### src/hw/rtl/rebd_pkg.sv
`default_nettype none

package rebd_pkg;

    localparam int TIME_BITS = 32;
    localparam int CNT_BITS = 16;
    localparam int IN_DATA_BITS = 8;
    localparam int OUT_DATA_BITS = 8;
    localparam int CFG_IDX_BITS = 2;
    localparam int MAX_OUT = 3;

    // register indexes on the configuration channel
    localparam logic [CFG_IDX_BITS-1:0] REG_DEBOUNCE = 2'd0;
    localparam logic [CFG_IDX_BITS-1:0] REG_HOLD = 2'd1;
    localparam logic [CFG_IDX_BITS-1:0] REG_CLICK_MAX = 2'd2;
    localparam logic [CFG_IDX_BITS-1:0] REG_DBL_MAX = 2'd3;

    localparam logic [CNT_BITS-1:0] DEBOUNCE_RST = 16'd50;
    localparam logic [CNT_BITS-1:0] HOLD_RST = 16'd1000;
    localparam logic [CNT_BITS-1:0] CLICK_MAX_RST = 16'd300;
    localparam logic [CNT_BITS-1:0] DBL_MAX_RST = 16'd800;

    typedef enum logic [2:0] {
        EV_CW = 3'd0,
        EV_CCW = 3'd1,
        EV_DOWN = 3'd2,
        EV_UP = 3'd3,
        EV_CLICK = 3'd4,
        EV_DOUBLE = 3'd5,
        EV_TRIPLE = 3'd6,
        EV_HOLD = 3'd7
    } evt_code_t;

    // inputs of the button table machine
    typedef enum logic [2:0] {
        BE_DOWN = 3'd0,
        BE_UP = 3'd1,
        BE_CLICK = 3'd2,
        BE_DBL = 3'd3,
        BE_TICK = 3'd4
    } btn_ev_t;

    typedef struct packed {
        logic      vld;
        evt_code_t code;
    } evt_t;

    typedef struct packed {
        evt_t hold;
        evt_t deb;
        evt_t btn;
    } btn_evts_t;

    typedef struct packed {
        logic [CNT_BITS-1:0] debounce_ticks;
        logic [CNT_BITS-1:0] hold_ticks;
        logic [CNT_BITS-1:0] click_max_ticks;
        logic [CNT_BITS-1:0] double_click_max_ticks;
    } cfg_t;

    typedef struct packed {
        logic [1:0]              cnt;
        evt_code_t [MAX_OUT-1:0] codes;
    } grp_t;

    // quadrature next state, index [state][{clk, dt}]
    localparam logic [2:0] ENC_NEXT [8][4] = '{
        '{3'd7, 3'd1, 3'd4, 3'd0},
        '{3'd2, 3'd1, 3'd3, 3'd0},
        '{3'd2, 3'd1, 3'd3, 3'd7},
        '{3'd2, 3'd7, 3'd3, 3'd0},
        '{3'd5, 3'd6, 3'd4, 3'd0},
        '{3'd5, 3'd6, 3'd4, 3'd7},
        '{3'd5, 3'd6, 3'd7, 3'd0},
        '{3'd7, 3'd7, 3'd7, 3'd0}
    };

    // button output, bit 3 set means no event, index [state][event]
    localparam logic [3:0] BTN_OUT [8][5] = '{
        '{4'd8, 4'd8, 4'd4, 4'd5, 4'd8},
        '{4'd8, 4'd8, 4'd4, 4'd5, 4'd7},
        '{4'd8, 4'd8, 4'd4, 4'd5, 4'd4},
        '{4'd8, 4'd8, 4'd5, 4'd5, 4'd5},
        '{4'd8, 4'd8, 4'd6, 4'd6, 4'd6},
        '{4'd8, 4'd8, 4'd8, 4'd8, 4'd7},
        '{4'd8, 4'd8, 4'd8, 4'd8, 4'd8},
        '{4'd8, 4'd8, 4'd8, 4'd8, 4'd8}
    };

    localparam logic [2:0] BTN_NEXT [8][5] = '{
        '{3'd1, 3'd0, 3'd2, 3'd3, 3'd0},
        '{3'd1, 3'd0, 3'd2, 3'd3, 3'd5},
        '{3'd1, 3'd0, 3'd2, 3'd3, 3'd6},
        '{3'd1, 3'd3, 3'd3, 3'd4, 3'd5},
        '{3'd1, 3'd0, 3'd4, 3'd4, 3'd5},
        '{3'd1, 3'd0, 3'd2, 3'd3, 3'd5},
        '{3'd1, 3'd0, 3'd2, 3'd3, 3'd6},
        '{3'd1, 3'd0, 3'd2, 3'd3, 3'd6}
    };

    function automatic logic [CNT_BITS-1:0] at_least_one(input logic [CNT_BITS-1:0] v);
        return (v == '0) ? CNT_BITS'(1) : v;
    endfunction

    function automatic evt_t btn_out(input logic [2:0] s, input btn_ev_t ev);
        logic [3:0] raw;
        evt_t       r;
        raw = BTN_OUT[s][ev];
        r.vld = ~raw[3];
        r.code = evt_code_t'(raw[2:0]);
        return r;
    endfunction

endpackage

`default_nettype wire

### src/hw/rtl/rotary_encoder_button_event_decoder_core.sv
`default_nettype none

// Rotary encoder and push-button event decoder. Each transfer on s_* is one
// sampled tick of the CLK, DT and switch pins and yields zero to three events
// on m_*, with m_tlast on the last event of that tick. A tick is registered on
// input, decoded combinationally and its events are handed out one per cycle
// unless m_tready stalls, so ticks yielding at most one event sustain one tick
// per cycle; a tick with more events stalls the next eventful tick till its last
// is taken. The configuration channel is always ready, one register write per cycle.
module rotary_encoder_button_event_decoder_core (
    input  wire                                   clk,
    input  wire                                   rst_n,
    input  wire                                   s_tvalid,
    output logic                                  s_tready,
    input  wire  [rebd_pkg::IN_DATA_BITS-1:0]     s_tdata,  // [0] clk_level, [1] dt_level,
                                                            // [2] sw_level, rest zero
    output logic                                  m_tvalid,
    input  wire                                   m_tready,
    output logic [rebd_pkg::OUT_DATA_BITS-1:0]    m_tdata,  // [2:0] event_code, rest zero
    output logic                                  m_tlast,  // last_of_tick
    input  wire                                   cfg_valid,
    output logic                                  cfg_ready,
    input  wire  [rebd_pkg::CFG_IDX_BITS-1:0]     cfg_index,
    input  wire  [rebd_pkg::CNT_BITS-1:0]         cfg_data
);
    import rebd_pkg::*;

    logic      in_vld_reg;
    logic      in_clk_reg;
    logic      in_dt_reg;
    logic      in_sw_reg;
    cfg_t      cfg_reg;
    logic      adv;
    logic      can_load;
    evt_t      enc_evt;
    btn_evts_t btn_evts;
    evt_t      cand [4];
    grp_t      grp;
    logic [2:0] n;

    assign cfg_ready = 1'b1;

    always_ff @(posedge clk or negedge rst_n)
    begin
        if (!rst_n)
        begin
            cfg_reg.debounce_ticks <= DEBOUNCE_RST;
            cfg_reg.hold_ticks <= HOLD_RST;
            cfg_reg.click_max_ticks <= CLICK_MAX_RST;
            cfg_reg.double_click_max_ticks <= DBL_MAX_RST;
        end
        else if (cfg_valid && cfg_ready)
        begin
            unique case (cfg_index)
                REG_DEBOUNCE:  cfg_reg.debounce_ticks <= cfg_data;
                REG_HOLD:      cfg_reg.hold_ticks <= cfg_data;
                REG_CLICK_MAX: cfg_reg.click_max_ticks <= cfg_data;
                REG_DBL_MAX:   cfg_reg.double_click_max_ticks <= cfg_data;
                default:       ;
            endcase
        end
    end

    // gather events in tick order, keeping the first three
    always_comb
    begin
        cand[0] = enc_evt;
        cand[1] = btn_evts.hold;
        cand[2] = btn_evts.deb;
        cand[3] = btn_evts.btn;
        grp = '0;
        n = 3'd0;
        for (int i = 0; i < 4; i++)
        begin
            if (cand[i].vld && (n < 3'(MAX_OUT)))
            begin
                grp.codes[n[1:0]] = cand[i].code;
                n = n + 3'd1;
            end
        end
        grp.cnt = n[1:0];
        adv = in_vld_reg && ((n == 3'd0) || can_load);
        s_tready = !in_vld_reg || adv;
    end

    always_ff @(posedge clk or negedge rst_n)
    begin
        if (!rst_n)
        begin
            in_vld_reg <= 1'b0;
        end
        else if (s_tready)
        begin
            in_vld_reg <= s_tvalid;
        end
    end

    always_ff @(posedge clk)
    begin
        if (s_tvalid && s_tready)
        begin
            in_clk_reg <= s_tdata[0];
            in_dt_reg <= s_tdata[1];
            in_sw_reg <= s_tdata[2];
        end
    end

    rebd_quad u_quad (
        .clk       (clk),
        .rst_n     (rst_n),
        .adv       (adv),
        .clk_level (in_clk_reg),
        .dt_level  (in_dt_reg),
        .enc_evt   (enc_evt)
    );

    rebd_button u_button (
        .clk      (clk),
        .rst_n    (rst_n),
        .adv      (adv),
        .sw_level (in_sw_reg),
        .cfg      (cfg_reg),
        .evts     (btn_evts)
    );

    rebd_outq u_outq (
        .clk      (clk),
        .rst_n    (rst_n),
        .load     (adv && (n != 3'd0)),
        .grp      (grp),
        .can_load (can_load),
        .m_tvalid (m_tvalid),
        .m_tready (m_tready),
        .m_tdata  (m_tdata),
        .m_tlast  (m_tlast)
    );

endmodule

`default_nettype wire

### src/hw/rtl/rebd_quad.sv
`default_nettype none

module rebd_quad (
    input  wire            clk,
    input  wire            rst_n,
    input  wire            adv,
    input  wire            clk_level,
    input  wire            dt_level,
    output rebd_pkg::evt_t enc_evt
);
    import rebd_pkg::*;

    logic [2:0] enc_state_reg;
    logic [2:0] enc_state_next;

    always_comb
    begin
        enc_evt.vld = 1'b0;
        enc_evt.code = EV_CW;
        // a detent completes when both lines return high
        if (clk_level && dt_level)
        begin
            if (enc_state_reg == 3'd3)
            begin
                enc_evt.vld = 1'b1;
                enc_evt.code = EV_CW;
            end
            else if (enc_state_reg == 3'd6)
            begin
                enc_evt.vld = 1'b1;
                enc_evt.code = EV_CCW;
            end
        end
        enc_state_next = ENC_NEXT[enc_state_reg][{clk_level, dt_level}];
    end

    always_ff @(posedge clk or negedge rst_n)
    begin
        if (!rst_n)
        begin
            enc_state_reg <= 3'd0;
        end
        else if (adv)
        begin
            enc_state_reg <= enc_state_next;
        end
    end

endmodule

`default_nettype wire

### src/hw/rtl/rebd_button.sv
`default_nettype none

module rebd_button (
    input  wire                 clk,
    input  wire                 rst_n,
    input  wire                 adv,
    input  wire                 sw_level,
    input  rebd_pkg::cfg_t      cfg,
    output rebd_pkg::btn_evts_t evts
);
    import rebd_pkg::*;

    logic [2:0]           btn_state_reg, btn_state_next;
    logic                 prev_sw_reg, prev_sw_next;
    logic [TIME_BITS-1:0] tick_time_reg;
    logic [TIME_BITS-1:0] press_time_reg, press_time_next;
    logic [TIME_BITS-1:0] release_time_reg, release_time_next;
    logic [TIME_BITS-1:0] last_press_reg, last_press_next;
    logic [CNT_BITS-1:0]  deb_left_reg, deb_left_next;
    logic                 deb_run_reg, deb_run_next;
    logic [CNT_BITS-1:0]  hold_left_reg, hold_left_next;
    logic                 hold_run_reg, hold_run_next;

    logic [2:0]           mid_state;
    logic [TIME_BITS-1:0] rel_delta;
    logic [TIME_BITS-1:0] press_delta;
    logic                 is_click;
    logic                 is_dbl;
    btn_ev_t              bev;

    always_comb
    begin
        rel_delta = release_time_reg - last_press_reg;
        press_delta = press_time_reg - last_press_reg;
        is_click = rel_delta < TIME_BITS'(cfg.click_max_ticks);
        is_dbl = press_delta < TIME_BITS'(cfg.double_click_max_ticks);

        btn_state_next = btn_state_reg;
        prev_sw_next = prev_sw_reg;
        press_time_next = press_time_reg;
        release_time_next = release_time_reg;
        last_press_next = last_press_reg;
        deb_left_next = deb_left_reg;
        deb_run_next = deb_run_reg;
        hold_left_next = hold_left_reg;
        hold_run_next = hold_run_reg;
        evts = '0;
        bev = BE_DOWN;

        // periodic hold timer
        mid_state = btn_state_reg;
        if (hold_run_reg)
        begin
            if (hold_left_reg > CNT_BITS'(1))
            begin
                hold_left_next = hold_left_reg - CNT_BITS'(1);
            end
            else
            begin
                hold_left_next = at_least_one(cfg.hold_ticks);
                evts.hold = btn_out(btn_state_reg, BE_TICK);
                mid_state = BTN_NEXT[btn_state_reg][BE_TICK];
            end
        end
        btn_state_next = mid_state;

        // an edge restarts debounce, so no expiry in the same tick
        if (sw_level != prev_sw_reg)
        begin
            if (sw_level)
            begin
                release_time_next = tick_time_reg;
            end
            else
            begin
                press_time_next = tick_time_reg;
            end
            prev_sw_next = sw_level;
            deb_left_next = at_least_one(cfg.debounce_ticks);
            deb_run_next = 1'b1;
        end
        else if (deb_run_reg)
        begin
            if (deb_left_reg > CNT_BITS'(1))
            begin
                deb_left_next = deb_left_reg - CNT_BITS'(1);
            end
            else
            begin
                deb_left_next = '0;
                deb_run_next = 1'b0;
                evts.deb.vld = 1'b1;
                if (sw_level)
                begin
                    bev = is_click ? BE_CLICK : BE_UP;
                    evts.deb.code = EV_UP;
                    hold_run_next = 1'b0;
                    hold_left_next = '0;
                end
                else
                begin
                    bev = is_dbl ? BE_DBL : BE_DOWN;
                    evts.deb.code = EV_DOWN;
                    last_press_next = press_time_reg;
                    hold_run_next = 1'b1;
                    hold_left_next = at_least_one(cfg.hold_ticks);
                end
                evts.btn = btn_out(mid_state, bev);
                btn_state_next = BTN_NEXT[mid_state][bev];
            end
        end
    end

    always_ff @(posedge clk or negedge rst_n)
    begin
        if (!rst_n)
        begin
            btn_state_reg <= 3'd0;
            prev_sw_reg <= 1'b1;
            tick_time_reg <= '0;
            press_time_reg <= '0;
            release_time_reg <= '0;
            last_press_reg <= '0;
            deb_left_reg <= '0;
            deb_run_reg <= 1'b0;
            hold_left_reg <= '0;
            hold_run_reg <= 1'b0;
        end
        else if (adv)
        begin
            btn_state_reg <= btn_state_next;
            prev_sw_reg <= prev_sw_next;
            tick_time_reg <= tick_time_reg + TIME_BITS'(1);
            press_time_reg <= press_time_next;
            release_time_reg <= release_time_next;
            last_press_reg <= last_press_next;
            deb_left_reg <= deb_left_next;
            deb_run_reg <= deb_run_next;
            hold_left_reg <= hold_left_next;
            hold_run_reg <= hold_run_next;
        end
    end

endmodule

`default_nettype wire

### src/hw/rtl/rebd_outq.sv
`default_nettype none

module rebd_outq (
    input  wire                                clk,
    input  wire                                rst_n,
    input  wire                                load,
    input  rebd_pkg::grp_t                     grp,
    output logic                               can_load,
    output logic                               m_tvalid,
    input  wire                                m_tready,
    output logic [rebd_pkg::OUT_DATA_BITS-1:0] m_tdata,  // [2:0] event_code, rest zero
    output logic                               m_tlast   // last_of_tick
);
    import rebd_pkg::*;

    logic                    vld_reg;
    logic [1:0]              cnt_reg;
    logic [1:0]              idx_reg;
    evt_code_t [MAX_OUT-1:0] codes_reg;
    logic                    is_last;
    logic                    pop;

    always_comb
    begin
        is_last = (idx_reg == 2'(cnt_reg - 2'd1));
        pop = vld_reg && m_tready;
        can_load = !vld_reg || (pop && is_last);
        m_tvalid = vld_reg;
        m_tdata = OUT_DATA_BITS'(codes_reg[idx_reg]);
        m_tlast = is_last;
    end

    always_ff @(posedge clk or negedge rst_n)
    begin
        if (!rst_n)
        begin
            vld_reg <= 1'b0;
            idx_reg <= 2'd0;
        end
        else if (load && can_load)
        begin
            vld_reg <= 1'b1;
            idx_reg <= 2'd0;
        end
        else if (pop)
        begin
            if (is_last)
            begin
                vld_reg <= 1'b0;
                idx_reg <= 2'd0;
            end
            else
            begin
                idx_reg <= idx_reg + 2'd1;
            end
        end
    end

    // group payload
    always_ff @(posedge clk)
    begin
        if (load && can_load)
        begin
            cnt_reg <= grp.cnt;
            codes_reg <= grp.codes;
        end
    end

endmodule

`default_nettype wire
### config.mk
export PLATFORM = sky130hd
export DESIGN_NAME = rotary_encoder_button_event_decoder_core
export DESIGN_NICKNAME = d
export VERILOG_FILES = /design/src/hw/rtl/rebd_pkg.sv /design/src/hw/rtl/rotary_encoder_button_event_decoder_core.sv /design/src/hw/rtl/rebd_quad.sv /design/src/hw/rtl/rebd_button.sv /design/src/hw/rtl/rebd_outq.sv
export SDC_FILE = /design/constraint.sdc
export NUM_CORES = 1
export LEC_CHECK = 0
export BUFFER_PORTS_ARGS = -buffer_cell sky130_fd_sc_hd__buf_2
export CORE_AREA = 2 2 270 166
export DETAILED_ROUTE_END_ITERATION = 16
export DIE_AREA = 0 0 272 168
export GPL_TIMING_DRIVEN = 0
export PLACE_DENSITY = 0.64
export SYNTH_ARGS = -nofsm -noshare
export SYNTH_HDL_FRONTEND = slang
export SYNTH_SLANG_ARGS = --single-unit
export TNS_END_PERCENT = 30
### constraint.sdc
create_clock -name clk -period 7.56 [get_ports clk]
set_clock_uncertainty 0.2 [all_clocks]
set_input_delay 0.756 -clock clk [delete_from_list [all_inputs] [get_ports clk]]
set_output_delay 0.756 -clock clk [all_outputs]
set_load 0.03 [all_outputs]
==> run summary, run 1 <==
Register area share after synthesis = 37.27%
WHS Endpoint = in_clk_reg
Max-slew violations = 0
Pin count of the biggest net entering global routing = 127
Achievable Freq = 138.6 MHz
# setup viols final = 0
Most area-consuming cells after synthesis = dfrtp_1 (32%), mux2_2 (8.8%), ha_1 (7.7%)
Layout cells sized above 1 = 14.30%
Clk slew on worst S/H paths = 70 ps
Worst hold path type = input pin to register
Crit path DAT = 7440 ps
Yosys top cell area share = 32.20%
Design area = 18990 sq um
Async S/R FF share, synth = 94.42%
Grt total ovfl = 0
Core box area = 43620 sq um
# IOs = 43
Dpl cell area = 18070 sq um
Critical Path Source Type = register
CTS tree = done
First-pass GRT wire length = 81.74 mm
Vias in the first global route = 14055
Die ar. = 45700 sq um
M3 GR Usage = 6.618%
Final Core Density = 43.53%
R2R setup slack = 340 ps
Inst Count DP = 2449
Synth area leader = dfrtp_1
Worst r2r dst = u_button.hold_left_reg[11]
Initial Util = 39.20%
Root Buffer Master = clkbuf_16
Gpl congestion = 0.9275
Count of cell types in the netlist = 85
WL per Instance = 20.96 um
Setup crit end kind = register
Met2 usage = 30.10%
VDD IR-drop max = 170.4 uV
Antenna violations before repair = 4
Worst r2r path cells = 22
CP max FO = 10
TritonCTS Buffers = 26
Largest register FFs = 64
RSZ-0062 raised after global routing = no
WP data required = 7780 ps
Lkg Pwr = 8.006 nW
Clock Sinks = 251
Mapped Area = 17100 sq um
Reg2reg start = u_button.last_press_reg[0]
Fin nets = 2028
Slew headroom = 7.194%
WHS = 185.3 ps
Worst Setup SP = u_button.last_press_reg[0]
Site Rows = 60
Final cell count without fillers = 2500
Tcrit/Tclk final = 95.47%
Chip Width = 272 um
Mean area per synthesized cell = 9.379 sq um
Worst-skew pair later-pin latency = 570 ps
Synth Flop Type = dfrtp_1
Synth top cells by count = dfrtp_1 (220), nand2_1 (141), mux2_2 (134)
Routed Antenna Nets = 0
Run status = complete, no violations
GR Util met1 = 36.36%
H-tree lvl count = 1
Total track usage = 22.84%
IO buf count = 31
Hold Path Depth = 1
Max cap viols = 0
Postcts setup bufs = 0
Final-report hold violation count = 0
Min Tclk post-route = 7218 ps
Number of synthesized flops with an enable pin = 14
Top Usage Layer GRT = met1
Drt first pass iters = 5
Hold Path Origin = s_tdata[0]
Yosys Warn Count = 0
Most frequent cell after synthesis = dfrtp_1
Critical path class = register to register
Cells after Synth = 1823
Dpl hpwl = 40.99 mm
Initial drt markers = 1489
Area grow syn2layout = 11.04%
Yosys reg bits = 251
Setup TNS = 0 ps
Routed vias = 14765
Power Density = 273.9 nW/um^2
Die Y = 168 um
Routed wire length = 52.39 mm
Drc violations = 0
Worst Max-Slew Pin Slew = 1379 ps
Number of vias per cell = 5.906
CTS max path bufs = 3
==> metrics by stage <==
step / power [W] / worst slack, ps
detailed placement: 0.003823 / 608.7
global route: 0.005552 / 61.74
floorplan: 0.003251 / 2125
finish: 0.005201 / 342.5
global placement: 0.003752 / 589.3
CTS: 0.005194 / 488.8
==> logic make-up after synthesis <==
group | after synthesis | synth area share [%]
AND/OR/NAND/NOR | 567 | 17.13
flip-flops | 251 | 37.27
adder cells (fa/ha/maj) | 108 | 8.035
XOR/XNOR | 77 | 3.944
multiplexers | 187 | 12.18
other | 2 | 0.04392
AO/OA/AOI/OAI | 437 | 16.73
buffers and inverters | 194 | 4.661
==> layout make-up <==
| class | instances | area (sq um) |
|---|---|---|
| buffer | 90 | 406.6 |
| clock inverter | 16 | 201.4 |
| timing repair buffer | 34 | 230.2 |
| sequential | 251 | 6372 |
| clock buffer | 32 | 693.2 |
| inverter | 104 | 390.4 |
| multi-input combinational | 1382 | 9950 |
| fill | 4244 | 24630 |
| tap | 589 | 737.0 |
| antenna | 2 | 5.005 |
==> worst max-delay path, stage by stage (launching register included) <==
cell and delay, ps:
dfrtp_1 410, ha_1 250, fa_1 400, nand2b_1 190
a21oi_1 330, nand2b_1 220, inv_1 50, o21ai_0 190
xor2_1 100, ha_1 190, a21o_1 170, a211o_1 280
a41o_1 220, a221oi_1 270, nand3_1 120, nor4_1 700
and2_1 410, a32oi_2 250, mux2_4 450, clkbuf_1 340
nor2_1 790, buf_2 390, a31oi_1 120
==> cells in the final DEF (no fill, tap or decap), types with 20 or more instances in the layout <==
cell type | synthesis | layout
a21o_1 | 30 | 30
a21oi_1 | 132 | 132
a31oi_1 | 31 | 31
and3_1 | 21 | 21
buf_2 | 15 | 45
clkbuf_1 | 63 | 67
clkbuf_16 | 0 | 26
dfrtp_1 | 220 | 220
ha_1 | 105 | 105
inv_1 | 103 | 103
mux2_1 | 31 | 31
mux2_2 | 134 | 134
mux2i_1 | 21 | 21
nand2_1 | 141 | 141
nand2b_1 | 21 | 21
nand3_1 | 54 | 54
nand4_1 | 53 | 53
nor2_1 | 103 | 103
nor3_1 | 48 | 48
nor4_1 | 24 | 24
o21ai_0 | 68 | 67
xnor2_1 | 57 | 57
xor2_1 | 20 | 20
==> timing repair <==
action	in CTS	in global routing
hold buffers	1	0
gates resized for setup	0	1
hold endpoints to repair	4	0
endpoints found under the setup margin	0	2
==> how the worst max path moves through the flow <==
stage,depth (start not counted),end,slack (ps)
after floorplan,16,u_button.last_press_reg[22],2130
after global placement,23,u_button.hold_left_reg[5],590
after detailed placement,21,u_button.hold_left_reg[14],610
after CTS,19,s_tready,490
after global routing,19,s_tready,60
final,22,u_button.hold_left_reg[11],340
==> routing by layer <==
layer	routed length (um)	up-vias
li1	-	6863
met1	26530	7263
met2	19790	566
met3	5225	73
met4	842	0
met5	0	-
==> where the power goes <==
part	leakage [nW]	internal [W]	switching, W	total [W]
logic	4.55	0.000831	0.00119	0.00202
clock network	0.430	0.000767	0.000591	0.00136
registers	3.03	0.00159	0.000232	0.00182
Power figures use the tool's default switching activity.
==> inputs of run 2 (changes only) <==
Settings changed: CELL_PAD_IN_SITES_DETAIL_PLACEMENT from default to 2, CELL_PAD_IN_SITES_GLOBAL_PLACEMENT from default to 2, GPL_TIMING_DRIVEN 0 to default, PLACE_DENSITY 0.64 to 0.87.
==> run 2 against run 1 <==
- count of clock-buffer cells in the layout increased by 11
- non-clock buffer count decreased by 75
- clock power increased by 4%
- wire length increased by 34%
- sequential share of layout area increased by 0.52 points
- hold slack got worse by 180 ps
- cell area decreased by 1.5%
- first-iteration DRC count decreased by 3.0%
- core utilization decreased by 0.65 points
- global-route usage increased by 7.7 points
- critical endpoint is now s_tready
==> run summary, run 2 (synthesis results as in run 1) <==
Run status = complete, no violations (unchanged)
Worst Max-Slew Pin Slew = 1167 ps (was 1379 ps)
Max cap viols = 0 (unchanged)
Drt first pass iters = 5 (unchanged)
Post-route setup slack = 232.0 ps (was 342.5 ps)
Grt total ovfl = 0 (unchanged)
CTS tree = done (unchanged)
Chip Width = 272 um (unchanged)
Crit path DAT = 6370 ps (was 7440 ps)
Clock Sinks = 251 (unchanged)
Pin count of the biggest net entering global routing = 124 (was 127)
Postcts setup bufs = 0 (unchanged)
WP data required = 6600 ps (was 7780 ps)
Setup crit end kind = output pin (was register)
CTS max path bufs = 3 (unchanged)
Lkg Pwr = 7.888 nW (was 8.006 nW)
Vias in the first global route = 16798 (was 14055)
Critical Path Source Type = register (unchanged)
Slew headroom = 21.91% (was 7.194%)
Filler instances = 4667 (was 4244)
Worst-skew pair later-pin latency = 590 ps (was 570 ps)
Multi-input gate area = 9981 sq um (was 9950 sq um)
H-tree lvl count = 1 (unchanged)
Layout cells sized above 1 = 14.49% (was 14.30%)
Routed Antenna Nets = 0 (unchanged)
Total track usage = 30.55% (was 22.84%)
Initial drt markers = 1445 (was 1489)
Reg2reg start = u_button.last_press_reg[0] (unchanged)
WL per Instance = 28.85 um (was 20.96 um)
# setup viols final = 0 (unchanged)
Largest register FFs = 64 (unchanged)
Site Rows = 60 (unchanged)
Clk slew on worst S/H paths = 70 ps (about the same)
Antenna violations before repair = 3 (was 4)
Area grow syn2layout = 9.374% (was 11.04%)
Register Area = 6374 sq um (was 6372 sq um)
Placement Setup Slack = 575.1 ps (was 608.7 ps)
Routed wire length = 70.03 mm (was 52.39 mm)
Dpl hpwl = 48.75 mm (was 40.99 mm)
Number of vias per cell = 6.403 (was 5.906)
Achievable Freq = 136.5 MHz (was 138.6 MHz)
IO buf count = 31 (unchanged)
Worst hold path type = input pin to async pin (was input pin to register)
Tcrit/Tclk final = 96.93% (was 95.47%)
Root Buffer Master = clkbuf_16 (unchanged)
Critical path class = register to output pin (was register to register)
Commonest non-fill, non-tap cell in the layout = dfrtp_1 (unchanged)
VDD IR-drop max = 173.0 uV (was 170.4 uV)
# IOs = 43 (unchanged)
Worst Setup SP = u_button.last_press_reg[0] (unchanged)
Routed vias = 15539 (was 14765)
Core box area = 43620 sq um (unchanged)
Die Y = 168 um (unchanged)
Drc violations = 0 (unchanged)
Die ar. = 45700 sq um (unchanged)
Gpl congestion = 0.8883 (was 0.9275)
Final-report hold violation count = 0 (unchanged)
Most frequent cells in the layout = dfrtp_1 (219), nand2_1 (141), mux2_2 (134) (was dfrtp_1 (220), nand2_1 (141), mux2_2 (134))
First-pass GRT wire length = 107.5 mm (was 81.74 mm)
Power Density = 298.4 nW/um^2 (was 273.9 nW/um^2)
Min Tclk post-route = 7328 ps (was 7218 ps)
Fin nets = 1954 (was 2028)
Setup TNS = 0 ps (unchanged)
TritonCTS Buffers = 27 (was 26)
CP max FO = 5 (was 10)
Initial Util = 39.20% (unchanged)
RSZ-0062 raised after global routing = no (unchanged)
Max-slew violations = 0 (unchanged)
run 2: changes by cell type in the layout (fill, tap and decap cells not counted), moves of 3 or more:
cell,before,now
clkbuf_1,67,11
buf_2,45,30
buf_4,7,17
buf_6,3,0
inv_6,3,0
run 2: path summary, 6_finish.rpt:
check	endpoint	slack, ps	cells past startpoint
max in group asynchronous	in_vld_reg	5820	2
min in group clk	in_clk_reg	150	1
hold reg to reg	u_button.last_press_reg[17]	290	1
setup / recovery	s_tready	230	20
setup reg to reg	u_button.release_time_reg[15]	260	21
hold / removal	u_button.last_press_reg[29]	10	1
run 2: per-stage QoR:
stage	hold slack, ps	area (sq um)	utilization (%)	total power (W)	std cells
final	9.599	18700	42.87	0.005580	2427
after global routing	95.83	18700	42.86	0.005828	2425
after CTS	92.45	18680	42.83	0.005530	2425
after detailed placement	274.7	17780	40.77	0.003955	2375
after global placement	266.3	17780	40.77	0.003728	2375
after floorplan	256.8	17110	-	0.003251	1827
run 2: routing by layer:
layer	vias to the layer above	global-route usage [%]	wire (um)	share of wire (%)
met5	-	0	0	0
met4	0	8.552	1879	2.7
met3	130	5.991	5138	7.3
met2	603	48.62	31780	45
met1	8116	42.34	31230	45
li1	6690	-	-	-
run 2: worst max-delay path: stages (launching register included):
cell	delay (ps)
dfrtp_1	460
ha_1	290
fa_1	430
nand2b_1	230
a21oi_1	340
nand2b_1	230
inv_1	60
o21ai_0	210
xor2_1	160
ha_1	250
a21o_1	190
a211o_1	280
a41o_1	250
a221oi_1	340
nand3_1	140
nor4_2	420
and2_1	390
a32oi_2	300
mux2i_2	330
nand4_1	190
buf_2	260
run 2: repair_timing:
item | in CTS | in global routing
resized for setup | 0 | 3
endpoints found under the setup margin | 0 | 10
hold buffers | 0 | 0
run 2: cell type report:
type / count / share of cell area, %
diodes: 2 / 0.02676
clock buffers: 43 / 4.262
clock inverters: 7 / 0.5553
inverters: 104 / 2.088
multi-input cells: 1382 / 53.37
flip-flops and latches: 251 / 34.08
well taps: 589 / 3.941
repair buffers: 49 / 1.673
run 2: report_power, final:
| group | switching (W) | internal, W |
|---|---|---|
| clock network | 0.000628 | 0.000795 |
| logic | 0.00139 | 0.000851 |
| registers | 0.000322 | 0.00159 |
